[src/hw/rtl/tspm_pkg.sv]
// ----------------------------------------------------------------------------
// Two-axis step pulse mover: shared definitions
// Widths, reset values, register indexes, item and result types used by the
// front classifier, the item queue and the pulse sequencer.
// ----------------------------------------------------------------------------
package tspm_pkg;

    localparam int POS_W      = 14;
    localparam int HALF_W     = 16;
    localparam int CFG_IDX_W  = 2;
    localparam int CFG_DATA_W = 16;

    localparam logic [HALF_W-1:0] HALF_X_RESET  = 16'd1000;
    localparam logic [HALF_W-1:0] HALF_Y_RESET  = 16'd2000;
    localparam logic [POS_W-1:0]  MAX_POS_RESET = 14'd5000;

    // Register indexes on the configuration port
    typedef enum logic [CFG_IDX_W-1:0] {
        CFG_HALF_X  = 2'd0,
        CFG_HALF_Y  = 2'd1,
        CFG_MAX_POS = 2'd2
    } cfg_index_t;

    // Item class decided at the front
    typedef enum logic [1:0] {
        KIND_TICK  = 2'd0,
        KIND_MOVE  = 2'd1,
        KIND_RANGE = 2'd2
    } item_kind_t;

    // Result status codes
    typedef enum logic [1:0] {
        ST_TICK   = 2'd0,
        ST_ACCEPT = 2'd1,
        ST_RANGE  = 2'd2,
        ST_BUSY   = 2'd3
    } status_t;

    // Move phase, one-hot
    typedef enum logic [4:0] {
        PH_IDLE = 5'b00001,
        PH_XHI  = 5'b00010,
        PH_XLO  = 5'b00100,
        PH_YHI  = 5'b01000,
        PH_YLO  = 5'b10000
    } phase_t;

    typedef struct packed {
        logic [HALF_W-1:0] half_x;
        logic [HALF_W-1:0] half_y;
        logic [POS_W-1:0]  max_pos;
    } cfg_t;

    typedef struct packed {
        item_kind_t       kind;
        logic [POS_W-1:0] target_x;
        logic [POS_W-1:0] target_y;
    } queue_item_t;

    typedef struct packed {
        logic    step_x;
        logic    dir_x;
        logic    step_y;
        logic    dir_y;
        logic    busy;
        status_t status;
    } result_t;

endpackage

[src/hw/rtl/tspm_front.sv]
// ----------------------------------------------------------------------------
// Two-axis step pulse mover: front classifier
// Sorts each incoming beat into a tick, an in-range move or an out-of-range
// move and packs it for the item queue.
// ----------------------------------------------------------------------------
module tspm_front (
    input  logic                      req_type,
    input  logic [tspm_pkg::POS_W-1:0] target_x,
    input  logic [tspm_pkg::POS_W-1:0] target_y,
    input  tspm_pkg::cfg_t            cfg,
    output tspm_pkg::queue_item_t     item
);

    logic out_of_range;

    // Check both targets against the position limit
    assign out_of_range = (target_x > cfg.max_pos) || (target_y > cfg.max_pos);

    // Classify the beat
    always_comb
    begin
        item.target_x = target_x;
        item.target_y = target_y;
        if (!req_type)
        begin
            item.kind = tspm_pkg::KIND_TICK;
        end
        else if (out_of_range)
        begin
            item.kind = tspm_pkg::KIND_RANGE;
        end
        else
        begin
            item.kind = tspm_pkg::KIND_MOVE;
        end
    end

endmodule

[src/hw/rtl/tspm_queue.sv]
// ----------------------------------------------------------------------------
// Two-axis step pulse mover: item queue
// Short FIFO between the classifier and the sequencer so each side can
// stall on its own. Push and pop may happen in the same cycle.
// ----------------------------------------------------------------------------
module tspm_queue #(
    parameter int DEPTH = 2
) (
    input  logic                  clk,
    input  logic                  rst_n,
    input  logic                  push_valid,
    output logic                  push_stall,
    input  tspm_pkg::queue_item_t push_item,
    output logic                  pop_valid,
    input  logic                  pop,
    output tspm_pkg::queue_item_t pop_item
);

    localparam int PTR_W = (DEPTH > 1) ? $clog2(DEPTH) : 1;
    localparam int CNT_W = $clog2(DEPTH + 1);

    tspm_pkg::queue_item_t entry_reg [DEPTH];
    logic [PTR_W-1:0] wr_ptr_reg, wr_ptr_next;
    logic [PTR_W-1:0] rd_ptr_reg, rd_ptr_next;
    logic [CNT_W-1:0] count_reg, count_next;
    logic             do_push;
    logic             do_pop;

    assign push_stall = (count_reg == CNT_W'(DEPTH));
    assign pop_valid  = (count_reg != '0);
    assign pop_item   = entry_reg[rd_ptr_reg];
    assign do_push    = push_valid && !push_stall;
    assign do_pop     = pop && pop_valid;

    // Advance pointers and fill count
    always_comb
    begin
        wr_ptr_next = wr_ptr_reg;
        rd_ptr_next = rd_ptr_reg;
        count_next  = count_reg;
        if (do_push)
        begin
            wr_ptr_next = (wr_ptr_reg == PTR_W'(DEPTH - 1)) ? '0 : wr_ptr_reg + 1'b1;
        end
        if (do_pop)
        begin
            rd_ptr_next = (rd_ptr_reg == PTR_W'(DEPTH - 1)) ? '0 : rd_ptr_reg + 1'b1;
        end
        if (do_push && !do_pop)
        begin
            count_next = count_reg + 1'b1;
        end
        else if (!do_push && do_pop)
        begin
            count_next = count_reg - 1'b1;
        end
    end

    always_ff @(posedge clk or negedge rst_n)
    begin
        if (!rst_n)
        begin
            wr_ptr_reg <= '0;
            rd_ptr_reg <= '0;
            count_reg  <= '0;
        end
        else
        begin
            wr_ptr_reg <= wr_ptr_next;
            rd_ptr_reg <= rd_ptr_next;
            count_reg  <= count_next;
        end
    end

    // Store the pushed beat
    always_ff @(posedge clk)
    begin
        if (do_push)
        begin
            entry_reg[wr_ptr_reg] <= push_item;
        end
    end

endmodule

[src/hw/rtl/tspm_back.sv]
// ----------------------------------------------------------------------------
// Two-axis step pulse mover: pulse sequencer
// Carries out one queued item per cycle unless the output stalls: starts
// moves, advances the pulse phase on ticks and registers the output beat.
// ----------------------------------------------------------------------------
module tspm_back (
    input  logic                  clk,
    input  logic                  rst_n,
    input  tspm_pkg::cfg_t        cfg,
    input  logic                  item_valid,
    input  tspm_pkg::queue_item_t item,
    output logic                  pop,
    output logic                  res_valid,
    input  logic                  res_stall,
    output tspm_pkg::result_t     res
);

    localparam int POS_W  = tspm_pkg::POS_W;
    localparam int HALF_W = tspm_pkg::HALF_W;

    tspm_pkg::phase_t   phase_reg, phase_next;
    logic [POS_W-1:0]   pos_x_reg, pos_x_next;
    logic [POS_W-1:0]   pos_y_reg, pos_y_next;
    logic [POS_W-1:0]   left_x_reg, left_x_next;
    logic [POS_W-1:0]   left_y_reg, left_y_next;
    logic [HALF_W-1:0]  cnt_reg, cnt_next;
    logic               dir_x_reg, dir_x_next;
    logic               dir_y_reg, dir_y_next;
    logic               out_valid_reg, out_valid_next;
    tspm_pkg::result_t  out_reg, out_next;

    logic [HALF_W:0]    cnt_inc;
    logic               done_x;
    logic               done_y;
    logic [POS_W-1:0]   diff_x;
    logic [POS_W-1:0]   diff_y;
    logic [POS_W-1:0]   left_x_dec;
    logic [POS_W-1:0]   left_y_dec;
    tspm_pkg::phase_t   first_phase;
    tspm_pkg::phase_t   after_x_pulse;
    tspm_pkg::phase_t   after_y_pulse;
    tspm_pkg::status_t  status;
    logic               step_x;
    logic               step_y;

    assign pop       = item_valid && (!out_valid_reg || !res_stall);
    assign res_valid = out_valid_reg;
    assign res       = out_reg;

    // Half-period end: a zero half period ends after one tick as well
    assign cnt_inc = {1'b0, cnt_reg} + 1'b1;
    assign done_x  = (cnt_inc >= {1'b0, cfg.half_x});
    assign done_y  = (cnt_inc >= {1'b0, cfg.half_y});

    // Step distances of a new move
    assign diff_x = (item.target_x > pos_x_reg) ? item.target_x - pos_x_reg
                                                : pos_x_reg - item.target_x;
    assign diff_y = (item.target_y > pos_y_reg) ? item.target_y - pos_y_reg
                                                : pos_y_reg - item.target_y;

    assign left_x_dec = (left_x_reg != '0) ? left_x_reg - 1'b1 : left_x_reg;
    assign left_y_dec = (left_y_reg != '0) ? left_y_reg - 1'b1 : left_y_reg;

    // Pick the next pulse: X pulses first, then Y
    always_comb
    begin
        if (diff_x != '0)
        begin
            first_phase = tspm_pkg::PH_XHI;
        end
        else if (diff_y != '0)
        begin
            first_phase = tspm_pkg::PH_YHI;
        end
        else
        begin
            first_phase = tspm_pkg::PH_IDLE;
        end

        if (left_x_dec != '0)
        begin
            after_x_pulse = tspm_pkg::PH_XHI;
        end
        else if (left_y_reg != '0)
        begin
            after_x_pulse = tspm_pkg::PH_YHI;
        end
        else
        begin
            after_x_pulse = tspm_pkg::PH_IDLE;
        end

        if (left_x_reg != '0)
        begin
            after_y_pulse = tspm_pkg::PH_XHI;
        end
        else if (left_y_dec != '0)
        begin
            after_y_pulse = tspm_pkg::PH_YHI;
        end
        else
        begin
            after_y_pulse = tspm_pkg::PH_IDLE;
        end
    end

    // Execute the item at the queue head
    always_comb
    begin
        phase_next  = phase_reg;
        pos_x_next  = pos_x_reg;
        pos_y_next  = pos_y_reg;
        left_x_next = left_x_reg;
        left_y_next = left_y_reg;
        cnt_next    = cnt_reg;
        dir_x_next  = dir_x_reg;
        dir_y_next  = dir_y_reg;
        status      = tspm_pkg::ST_TICK;

        case (item.kind)
            tspm_pkg::KIND_MOVE:
            begin
                if (phase_reg != tspm_pkg::PH_IDLE)
                begin
                    status = tspm_pkg::ST_BUSY;
                end
                else
                begin
                    status      = tspm_pkg::ST_ACCEPT;
                    dir_x_next  = (item.target_x <= pos_x_reg);
                    dir_y_next  = (item.target_y <= pos_y_reg);
                    left_x_next = diff_x;
                    left_y_next = diff_y;
                    pos_x_next  = item.target_x;
                    pos_y_next  = item.target_y;
                    cnt_next    = '0;
                    phase_next  = first_phase;
                end
            end
            tspm_pkg::KIND_RANGE:
            begin
                status = (phase_reg != tspm_pkg::PH_IDLE) ? tspm_pkg::ST_BUSY
                                                          : tspm_pkg::ST_RANGE;
            end
            default:
            begin
                status = tspm_pkg::ST_TICK;
                case (phase_reg)
                    tspm_pkg::PH_XHI:
                    begin
                        if (done_x)
                        begin
                            cnt_next   = '0;
                            phase_next = tspm_pkg::PH_XLO;
                        end
                        else
                        begin
                            cnt_next = cnt_inc[HALF_W-1:0];
                        end
                    end
                    tspm_pkg::PH_XLO:
                    begin
                        if (done_x)
                        begin
                            cnt_next    = '0;
                            left_x_next = left_x_dec;
                            phase_next  = after_x_pulse;
                        end
                        else
                        begin
                            cnt_next = cnt_inc[HALF_W-1:0];
                        end
                    end
                    tspm_pkg::PH_YHI:
                    begin
                        if (done_y)
                        begin
                            cnt_next   = '0;
                            phase_next = tspm_pkg::PH_YLO;
                        end
                        else
                        begin
                            cnt_next = cnt_inc[HALF_W-1:0];
                        end
                    end
                    tspm_pkg::PH_YLO:
                    begin
                        if (done_y)
                        begin
                            cnt_next    = '0;
                            left_y_next = left_y_dec;
                            phase_next  = after_y_pulse;
                        end
                        else
                        begin
                            cnt_next = cnt_inc[HALF_W-1:0];
                        end
                    end
                    default:
                    begin
                        cnt_next   = '0;
                        phase_next = tspm_pkg::PH_IDLE;
                    end
                endcase
            end
        endcase
    end

    // Step levels: a tick shows the phase it ran in, a move the phase it leads to
    assign step_x = (item.kind == tspm_pkg::KIND_TICK) ? (phase_reg == tspm_pkg::PH_XHI)
                                                       : (phase_next == tspm_pkg::PH_XHI);
    assign step_y = (item.kind == tspm_pkg::KIND_TICK) ? (phase_reg == tspm_pkg::PH_YHI)
                                                       : (phase_next == tspm_pkg::PH_YHI);

    // Load or drain the output register
    always_comb
    begin
        out_valid_next = out_valid_reg;
        out_next       = out_reg;
        if (pop)
        begin
            out_valid_next  = 1'b1;
            out_next.step_x = step_x;
            out_next.dir_x  = dir_x_next;
            out_next.step_y = step_y;
            out_next.dir_y  = dir_y_next;
            out_next.busy   = (phase_next != tspm_pkg::PH_IDLE);
            out_next.status = status;
        end
        else if (out_valid_reg && !res_stall)
        begin
            out_valid_next = 1'b0;
        end
    end

    always_ff @(posedge clk or negedge rst_n)
    begin
        if (!rst_n)
        begin
            phase_reg     <= tspm_pkg::PH_IDLE;
            pos_x_reg     <= '0;
            pos_y_reg     <= '0;
            left_x_reg    <= '0;
            left_y_reg    <= '0;
            cnt_reg       <= '0;
            dir_x_reg     <= 1'b0;
            dir_y_reg     <= 1'b0;
            out_valid_reg <= 1'b0;
        end
        else
        begin
            out_valid_reg <= out_valid_next;
            if (pop)
            begin
                phase_reg  <= phase_next;
                pos_x_reg  <= pos_x_next;
                pos_y_reg  <= pos_y_next;
                left_x_reg <= left_x_next;
                left_y_reg <= left_y_next;
                cnt_reg    <= cnt_next;
                dir_x_reg  <= dir_x_next;
                dir_y_reg  <= dir_y_next;
            end
        end
    end

    // Hold the result payload
    always_ff @(posedge clk)
    begin
        out_reg <= out_next;
    end

`ifndef NO_ASSERTIONS
    // Idle means no steps pending
    assert property (@(posedge clk) disable iff (!rst_n)
        (phase_reg == tspm_pkg::PH_IDLE) |-> (left_x_reg == '0 && left_y_reg == '0))
        else $error("idle with steps pending");

    // Idle keeps the tick counter cleared
    assert property (@(posedge clk) disable iff (!rst_n)
        (phase_reg == tspm_pkg::PH_IDLE) |-> (cnt_reg == '0))
        else $error("tick counter not cleared while idle");

    // Y pulses only run once all X pulses are done
    assert property (@(posedge clk) disable iff (!rst_n)
        (phase_reg == tspm_pkg::PH_YHI || phase_reg == tspm_pkg::PH_YLO)
        |-> (left_x_reg == '0))
        else $error("Y pulse with X steps pending");

    // Every executed item shows up in the output register
    assert property (@(posedge clk) disable iff (!rst_n)
        pop |=> out_valid_reg)
        else $error("executed item lost");
`endif

endmodule

[src/hw/rtl/two_axis_step_pulse_mover_top.sv]
// Path: an accepted beat is stored in the item queue, then in the output register.
// Throughput: one beat per cycle while the output is not stalled.
// A stalled output fills the item queue (QUEUE_DEPTH beats) before in_stall rises.
// Reset: half periods 1000 and 2000 ticks, position limit 5000, positions and
// step counts zero, sequencer idle, queue and output register empty.
// ----------------------------------------------------------------------------
// Two-axis step pulse mover: top level
// Classifier, item queue and pulse sequencer with the configuration registers.
// ----------------------------------------------------------------------------
module two_axis_step_pulse_mover_top #(
    parameter int QUEUE_DEPTH = 2
) (
    input  logic                              clk,
    input  logic                              rst_n,
    input  logic                              cfg_we,
    input  logic [tspm_pkg::CFG_IDX_W-1:0]    cfg_idx,
    input  logic [tspm_pkg::CFG_DATA_W-1:0]   cfg_wdata,
    input  logic                              in_valid,
    output logic                              in_stall,
    input  logic                              req_type,
    input  logic [tspm_pkg::POS_W-1:0]        target_x,
    input  logic [tspm_pkg::POS_W-1:0]        target_y,
    output logic                              out_valid,
    input  logic                              out_stall,
    output logic                              step_x,
    output logic                              dir_x,
    output logic                              step_y,
    output logic                              dir_y,
    output logic                              busy_res,
    output logic [1:0]                        status
);

    tspm_pkg::cfg_t        cfg_reg;
    tspm_pkg::queue_item_t front_item;
    tspm_pkg::queue_item_t head_item;
    tspm_pkg::result_t     res;
    logic                  head_valid;
    logic                  head_pop;

    // Write configuration registers
    always_ff @(posedge clk or negedge rst_n)
    begin
        if (!rst_n)
        begin
            cfg_reg.half_x  <= tspm_pkg::HALF_X_RESET;
            cfg_reg.half_y  <= tspm_pkg::HALF_Y_RESET;
            cfg_reg.max_pos <= tspm_pkg::MAX_POS_RESET;
        end
        else if (cfg_we)
        begin
            case (cfg_idx)
                tspm_pkg::CFG_HALF_X:  cfg_reg.half_x  <= cfg_wdata;
                tspm_pkg::CFG_HALF_Y:  cfg_reg.half_y  <= cfg_wdata;
                tspm_pkg::CFG_MAX_POS: cfg_reg.max_pos <= cfg_wdata[tspm_pkg::POS_W-1:0];
                default:               cfg_reg         <= cfg_reg;
            endcase
        end
    end

    tspm_front u_front (
        .req_type (req_type),
        .target_x (target_x),
        .target_y (target_y),
        .cfg      (cfg_reg),
        .item     (front_item)
    );

    tspm_queue #(
        .DEPTH (QUEUE_DEPTH)
    ) u_queue (
        .clk        (clk),
        .rst_n      (rst_n),
        .push_valid (in_valid),
        .push_stall (in_stall),
        .push_item  (front_item),
        .pop_valid  (head_valid),
        .pop        (head_pop),
        .pop_item   (head_item)
    );

    tspm_back u_back (
        .clk        (clk),
        .rst_n      (rst_n),
        .cfg        (cfg_reg),
        .item_valid (head_valid),
        .item       (head_item),
        .pop        (head_pop),
        .res_valid  (out_valid),
        .res_stall  (out_stall),
        .res        (res)
    );

    // Unpack the result beat
    assign step_x   = res.step_x;
    assign dir_x    = res.dir_x;
    assign step_y   = res.step_y;
    assign dir_y    = res.dir_y;
    assign busy_res = res.busy;
    assign status   = res.status;

endmodule

[config.mk]
export PLATFORM = sky130hd
export DESIGN_NAME = two_axis_step_pulse_mover_top
export DESIGN_NICKNAME = d
export VERILOG_FILES = /design/src/hw/rtl/tspm_pkg.sv /design/src/hw/rtl/tspm_front.sv /design/src/hw/rtl/tspm_queue.sv /design/src/hw/rtl/tspm_back.sv /design/src/hw/rtl/two_axis_step_pulse_mover_top.sv
export SDC_FILE = /design/constraint.sdc
export NUM_CORES = 1
export LEC_CHECK = 0
export ABC_AREA = 0
export BUFFER_PORTS_ARGS = -buffer_cell sky130_fd_sc_hd__buf_2
export CAP_MARGIN = 0
export CORE_MARGIN = 5
export CORE_UTILIZATION = 55
export CTS_CLUSTER_SIZE = 8
export DETAILED_ROUTE_END_ITERATION = 8
export PLACE_DENSITY = 0.72
export SYNTH_ARGS = -nofsm -noshare
export SYNTH_HDL_FRONTEND = slang
export SYNTH_SLANG_ARGS = --single-unit
[constraint.sdc]
create_clock -name clk -period 10.5 [get_ports clk]
set_clock_uncertainty 0.2 [all_clocks]
set_input_delay 3.15 -clock clk [delete_from_list [all_inputs] [get_ports clk]]
set_output_delay 3.15 -clock clk [all_outputs]
set_load 0.02 [all_outputs]
After elaboration in Yosys (flattened, before gate mapping)
Memory sizes are Yosys's and may differ from the RTL's. Index checks and enable logic that the tools add are counted.

Register bits: 137. Latch bits: 0. Memory bits (writable): 60. Memory bits (read-only): 0. Memories: 1.

$add $sub $neg: 11. Multipliers: 0. Div/mod/pow operators: 0. Order comparisons: 8. Equal/unequal tests: 14. Shift-type cells: 0. Mux-type cells: 49. Bitwise operators: 2. Reduce and logical (&&, ||, !) cells: 37.

Memory list: u_queue.entry_reg (words 2, bits a word 30, read ports 1, clocked after memory_dff 0, wr ports 1, RTL line tspm_queue.sv:22) `tspm_pkg::queue_item_t entry_reg [DEPTH];`.

Operators by type and width (count): $mux 14 (10); $reduce_bool 14->1 (6); $pmux 16 s2 (2); $gt 14x14->1 (4); $pmux 14 s2 (2); $sub 14x14->14 (4); $mux 16 (3); $mux 5 (7); $ge 17x16->1 (2); $le 14x14->1 (2); $sub 14x1->14 const B (2); $pmux 5 s4 (1); $add 16x1->17 const B (1); $mux 4 (4); $reduce_bool 2->1 (7); $mux 1 (13); $eq 5x2->1 const B (2); $eq 5x4->1 const B (2); $mux 2 (5); $ne 5x1->1 const B (2); $pmux 5 s2 (1); $reduce_and 5->1 (2); $eq 2x2->1 const B (3); $logic_and 1x1->1 (6); other kinds (15) (28).

Longest topological paths before layout
Gate-level depths: netlist of the first run.

Depth in word-level cells: 10. Gate-level depth with buffers: 18. Depth with buffers taken out: 18.

Modules after synthesis
Synthesis of the first run repeated with hierarchy kept, for this count alone.

Cell total of the unflattened synthesis: 1424. Area total of the unflattened synthesis: 13665.6 µm².

By module, submodules not included: tspm_back (instances 1, cells an instance 1101, area each 8633.3 µm², sequential area each 2213.4 µm²); tspm_queue (instances 1, cells an instance 112, area each 2376.0 µm², sequential area each 1901.8 µm²); two_axis_step_pulse_mover_top (instances 1, cells an instance 98, area each 1754.2 µm², sequential area each 1172.4 µm²); tspm_front (instances 1, cells an instance 113, area each 902.1 µm², sequential area each 0.0 µm²).

Worst setup path before layout of the first run
OpenSTA, ideal clock, no wires.

Path type: input to register. From: input port target_x[1] (netlist bit). To: memory u_queue.entry_reg[0][29] (netlist bit) (data pin). Setup time: 0.260 ns. Arrival time: 4.763 ns. Slack: 5.277 ns. Stages on the path: 12. Buffers on the path: 0. Cells stage by stage: ha_1 -> nor2b_1 -> o21a_1 -> o21a_1 -> o21a_1 -> o21a_1 -> o21ai_0 -> a21boi_0 -> o21ai_0 -> a22oi_1 -> a21oi_1 -> nor2b_1.

RTL lines: from (decl) (RTL line two_axis_step_pulse_mover_top.sv:21) `input logic [tspm_pkg::POS_W-1:0] target_x,`; to (decl) (RTL line tspm_queue.sv:22).

==> flow_metrics.py, run 1 <==
metrics = {
    "place": {
        "gp_congestion": 0.951,
        "dp_hpwl_um": 24500,
        "numPortBuffers": 60,
        "dp_cells": 1728,
    },
    "route": {
        "vias": 10600,
        "drc": 0,
        "wl_um": 32800,
        "post_drt_wl_per_cell_um": 18.6,
        "first_pass_iters": 5,
        "via_per_inst": 6.05,
        "first_iter_violations": 853,
        "postRouteAntennaNets": 0,
    },
    "yosys": {
        "syn_inst": 1390,
        "avgSynthCellArea_um2": 9.55,
        "synth_seq_cells": 197,
        "synth.net_count": 1567,
        "synthDistinctLibCells": 92,
        "synth_edf_count": 67,
        "synth_area_um2": 13300,
        "synth_flop_cell": "dfrtp_1",
        "yosysWarnings": 0,
        "async_flop_share_pct": 66.0,
        "yosysSeqAreaShare_pct": 39.8,
    },
    "setup_path": {
        "crit_fanout": 31,
        "rr_endpoint": "u_back.res[4]",
        "reg2reg_from": "u_queue.rd_ptr_reg",
        "r2r_slack_ns": 5.02,
        "cp-end-kind": "register",
        "start_kind": "register",
        "required_ns": 10.49,
        "rr_worst_depth": 14,
        "critical_path_class": "register to register",
        "crit_arrival_ns": 5.48,
    },
    "clocking": {
        "clock_sinks": 197,
        "clk_pin_slew_worst_paths_ns": 0.08,
        "cts_tree": "done",
        "postCtsSetupBuffers": 0,
        "root_buffer": "clkbuf_16",
        "cts_buffer_depth": 2,
        "cts_resized": 0,
        "ctsHoldBuffers": 0,
        "cts_inserted_buffers": 17,
        "clk_latency_ns": 0.45,
        "htreeDepth": 4,
    },
    "sta": {
        "timing.fmax_mhz": 182,
        "setup-violations-final": 0,
        "relSlewSlack_pct": 25.8,
        "worst_pin_slew_ns": 1.10,
        "tns_ns": 0,
        "rsz0062_at_grt": "false",
        "hold_violations": 0,
        "min_period_ns": 5.48,
        "report.final.slew_viol_count": 0,
        "period_share_pct": 52.2,
    },
    "global_routing": {
        "antenna_found_initial": 0,
        "grt_pass1_vias": 10200,
        "grt_first_pass_wirelength_um": 53100,
        "grt_max_degree": 71,
        "grt_usage_pct": 24.5,
        "grt_remaining_overflow": 0,
    },
    "power": {
        "switching_share_pct": 47.5,
        "pwr-share-comb_pct": 57.8,
        "power_density_nw_per_um2": 310,
        "p_switching_uw": 2130,
        "cellLeakagePower_uw": 0.00661,
        "pwr-share-clk_pct": 15.5,
        "p_int_uw": 2350,
        "peakVddDrop_uv": 122,
        "p_seq_share_pct": 26.7,
    },
    "floorplanning": {
        "start_util_pct": 56.2,
        "io_pins": 61,
        "fp.coreArea_um2": 23600,
        "dieArea_um2": 27300,
        "die_w_um": 165,
        "die_h_um": 165,
        "rows": 56,
    },
    "min_path": {
        "min-delay-start": "u_back.dir_x_reg",
        "min_path_cells": 2,
        "whs_endpoint": "u_back.dir_x_reg",
        "worstHoldPathType": "register to register",
    },
    "cells_and_area": {
        "fin_nets": 1605,
        "drive_above_1_share_pct": 13.3,
        "largest_reg_flops": 60,
        "final_cell_count_no_fill": 1760,
        "diodes": 0,
        "syn_to_final_growth_pct": 9.13,
    },
    "outcome": {
        "outcome": "finished clean",
    },
    "run": {
        "maxCapViolCount": 0,
    },
}
metrics by stage:
stage	util (%)	instance area [µm²]	hold WS, ns	setup WS [ns]	total power [µW]
floorplan	-	13300	0.251	5.28	3100
global placement	58.7	13900	0.271	5.05	3700
detailed placement	58.7	13900	0.274	4.99	3740
CTS	61.3	14500	0.294	5.08	4450
global route	61.3	14500	0.321	4.75	4810
finish	61.3	14500	0.293	5.02	4490
cell families after synthesis:
logic type | count (synthesis) | share of synthesized area [%]
and+or+nand+nor | 393 | 15.1
AOI/OAI and AO/OA | 366 | 18.1
DFF | 197 | 39.8
buffers and inverters | 182 | 5.35
adders and majority gates | 125 | 12.0
muxes | 87 | 6.96
xor gates and xnor gates | 40 | 2.64
cell type report:
type                    count  area [µm²]
repair buffers             71         389
well taps                 319         399
clock buffers              17         425
multi-input cells        1011        7290
clock inverters            15         208
flip-flops and latches    197        5290
fillers                  1969        9130
inverters                 130         488
cells in the mapped netlist, types with 4 or more instances:
cell type	number	share of area [%]
a211oi_1	6	0.34
fa_1	4	0.60
inv_1	130	3.7
a21boi_0	5	0.28
and2_1	7	0.33
nor4_1	16	0.75
a41oi_1	6	0.40
nor2b_1	20	0.94
o22a_1	7	0.46
buf_2	6	0.23
o21ai_0	90	3.4
nand3_1	28	1.1
nor3_1	29	1.1
nand2_1	80	2.3
or3_1	5	0.24
o22ai_1	4	0.19
xnor2_1	21	1.4
nor3b_1	7	0.40
ha_1	121	11
clkbuf_1	38	1.1
and3_1	14	0.66
buf_1	5	0.14
a32o_1	16	1.2
nand2b_1	14	0.66
edfxtp_1	67	15
o21ai_1	8	0.30
a31oi_1	15	0.71
mux2i_1	45	3.4
a32oi_1	4	0.26
dfrtp_1	112	21
xor2_1	19	1.3
a211o_1	7	0.46
a21o_1	20	1.1
a22o_1	4	0.26
a22oi_1	15	0.85
dfstp_2	18	3.6
a21oi_1	101	3.8
or4_1	5	0.28
o31ai_1	7	0.40
mux2_2	41	3.5
o21a_1	11	0.62
nor2_1	117	3.3
nand4_1	23	1.1
o21bai_1	5	0.28
critical path: stages, from the launching register on:
cell and delay [ns]:
dfrtp_1 0.33, buf_4 0.46, mux2_2 0.42, ha_1 0.39, nand4_1 0.14, or2_1 0.31, a211o_1 0.31, a21oi_2 0.49
mux2_2 0.41, or3_1 0.33, a222oi_1 0.33, nand4_1 0.29, a41oi_1 0.45, inv_1 0.08, a32o_1 0.24
routing by layer:
metal	share of wire, %	global-route usage, %
met5	0	0
met4	1.9	5.96
met3	5.5	4.39
met2	45	38.3
met1	48	35.6
worst max path at each step:
stage | slack [ns] | startpoint | cells after the start | end
after floorplan | 5.28 | target_x[1] | 12 | u_queue.entry_reg[0][29]
after global placement | 5.05 | target_x[1] | 13 | u_queue.entry_reg[0][29]
after global routing | 4.75 | u_queue.rd_ptr_reg | 14 | u_back.res[4]
after detailed placement | 4.99 | target_x[1] | 13 | u_queue.entry_reg[1][29]
final | 5.02 | u_queue.rd_ptr_reg | 14 | u_back.res[4]
after CTS | 5.08 | u_queue.rd_ptr_reg | 14 | u_back.res[4]
cells in the final DEF (no fill, tap or decap), types with 14 or more instances in the layout:
cell / n
a32o_1: 16
xnor2_1: 21
nand2b_1: 14
buf_2: 59
and3_1: 14
nand2_1: 79
dfrtp_1: 112
a21oi_1: 101
inv_1: 130
edfxtp_1: 67
o21ai_0: 90
a21o_1: 20
mux2i_1: 45
mux2_2: 41
nand3_1: 28
nor2_1: 116
xor2_1: 19
nor3_1: 29
a31oi_1: 15
clkbuf_16: 17
a22oi_1: 15
ha_1: 120
nor2b_1: 20
dfstp_2: 18
nor4_1: 16
nand4_1: 23
power groups by stage:
stage,sequential (µW),combinational [µW],clock (µW)
global route,1230,2840,741
detailed placement,1210,2530,0
finish,1200,2590,697
floorplan,1170,1930,0
CTS,1190,2550,710
global placement,1200,2500,0
(Power assumes the default switching activity.)
==> inputs of run 2 (changes only) <==
==> constraint.sdc (replaced) <==
create_clock -name clk -period 5.05 [get_ports clk]
set_clock_uncertainty 0.2 [all_clocks]
set_input_delay 1.515 -clock clk [delete_from_list [all_inputs] [get_ports clk]]
set_output_delay 1.515 -clock clk [all_outputs]
set_load 0.02 [all_outputs]
==> flow_metrics.py, run 2 (same netlist as run 1, synthesis figures left out) <==
metrics = {
    "outcome": {
        "outcome": "finished clean",
    },
    "floorplanning": {
        "rows": 56,
        "die_h_um": 165,
        "start_util_pct": 56.2,
        "dieArea_um2": 27300,
        "die_w_um": 165,
        "io_pins": 61,
        "fp.coreArea_um2": 23600,
    },
    "power": {
        "cellLeakagePower_uw": 0.00682,
        "peakVddDrop_uv": 316,
        "power_density_nw_per_um2": 653,
        "power_uw": 9720,
    },
    "cells_and_area": {
        "n_fill_cell": 1952,
        "largest_reg_flops": 60,
        "syn_to_final_growth_pct": 12.0,
        "layout_common_cells": "inv_1 (130), ha_1 (117), nor2_1 (116), dfrtp_1 (111), a21oi_1 (101)",
        "multi_input_area_um2": 7310,
        "drive_above_1_share_pct": 16.2,
        "fin_nets": 1645,
        "mostFrequentLayoutCell": "inv_1",
        "final-seq-area_um2": 5290,
        "diodes": 0,
    },
    "setup_path": {
        "crit_end": "u_back.res[4]",
        "cp-end-kind": "register",
        "crit_arrival_ns": 4.91,
        "reg2reg_from": "u_queue.rd_ptr_reg",
        "critical_path_class": "register to register",
        "max_stage_delay_ns": 0.53,
        "cpMaxStageDelayCell": "or4_1",
        "required_ns": 5.04,
        "crit_fanout": 11,
        "start_kind": "register",
        "r2r_slack_ns": 0.13,
        "rr_worst_depth": 14,
        "rr_endpoint": "u_back.res[4]",
        "crit_chain": "buf_12 > mux2i_2 > inv_1 > ha_1 > a211o_1 > a21oi_4 > nand2b_4 > o21ai_4 > mux2_1 > a21o_1 > or4_1 > or4_4 > or3_4 > a32o_1",
        "startpoint": "u_queue.rd_ptr_reg",
    },
    "place": {
        "numPortBuffers": 60,
        "gp_congestion": 1.02,
        "dp_hpwl_um": 25000,
    },
    "route": {
        "drc": 0,
        "wl_um": 33200,
        "first_pass_iters": 5,
        "via_per_inst": 6.01,
        "first_iter_violations": 1054,
        "vias": 10800,
        "post_drt_wl_per_cell_um": 18.4,
        "postRouteAntennaNets": 0,
    },
    "sta": {
        "setup-violations-final": 0,
        "hold_violations": 0,
        "worst_hold_slack_ns": 0.292,
        "period_share_pct": 97.4,
        "min_period_ns": 4.92,
        "timing.fmax_mhz": 203,
        "relSlewSlack_pct": 38.3,
        "report.final.slew_viol_count": 0,
        "worst_pin_slew_ns": 0.923,
    },
    "clocking": {
        "root_buffer": "clkbuf_16",
        "clock_sinks": 197,
        "cts_tree": "done",
        "clk_latency_ns": 0.45,
        "htreeDepth": 4,
        "cts_inserted_buffers": 17,
        "cts_buffer_depth": 2,
        "clk_pin_slew_worst_paths_ns": 0.08,
        "ctsHoldBuffers": 0,
    },
    "min_path": {
        "worstHoldPathType": "register to register",
    },
    "run": {
        "maxCapViolCount": 0,
    },
    "global_routing": {
        "grt_pass1_vias": 10400,
        "grt_max_degree": 93,
        "grt_remaining_overflow": 0,
        "antenna_found_initial": 0,
        "grt_first_pass_wirelength_um": 53800,
        "grt_usage_pct": 24.8,
    },
}
## run 2: per-stage QoR
step | setup slack [ns] | util, % | TNS [ns] | instances | cell area, µm²
2_1_floorplan | 0.163 | - | 0 | 1390 | 13300
3_3_place_gp | 0.190 | 59.8 | 0 | 1760 | 14100
3_5_place_dp | 0.104 | 59.8 | 0 | 1760 | 14100
4_1_cts | 0.0741 | 62.5 | 0 | 1792 | 14800
5_1_grt | -0.0333 | 63.0 | -0.0648 | 1800 | 14900
6_report | 0.129 | 63.0 | 0 | 1800 | 14900
## run 2: power breakdown
part	switching, µW	leakage [µW]	total (µW)	internal [µW]
clock	738	0.000305	1430	695
sequential	332	0.00217	2490	2150
combinational	3470	0.00435	5800	2330
## run 2: how the worst min path moves through the flow
stage,from,endpoint,slack [ns],cells after the start
floorplan,u_back.dir_x_reg,u_back.dir_x_reg,0.25,2
global placement,u_back.dir_y_reg,u_back.dir_y_reg,0.26,2
detailed placement,u_back.dir_y_reg,u_back.dir_y_reg,0.28,2
CTS,u_back.dir_y_reg,u_back.dir_y_reg,0.30,2
global route,cfg_reg[10],cfg_reg[10],0.32,1
finish,u_back.dir_y_reg,u_back.dir_y_reg,0.29,2
## run 2: repair_timing
action | 4_1_cts | 5_1_grt
endpoints found under the setup margin | 0 | 4
resized for setup | 0 | 11
setup buffers | 0 | 7
## run 2: critical path, delay by kind of cell, from the launching register on
kind                       cells  cell delay [ns]
buffers and inverters          2             0.28
adders and majority gates      1             0.26
and+or+nand+nor                4             1.48
AOI/OAI and AO/OA              5             1.28
DFF                            1             0.49
muxes                          2             0.66
## run 2: final cells by class
cell class | count | share of cell area, %
flip-flops and latches | 197 | 35.6
clock inverters | 15 | 1.38
inverters | 130 | 3.28
well taps | 319 | 2.68
multi-input cells | 1011 | 49.2
clock buffers | 17 | 2.86
repair buffers | 111 | 5.03
## run 2: metal layers
layer  global-route usage (%)  part of all wire [%]
met1                     35.6                    46
met2                     38.7                    45
met3                     4.12                   6.4
met4                     7.61                   2.4
met5                        0                     0
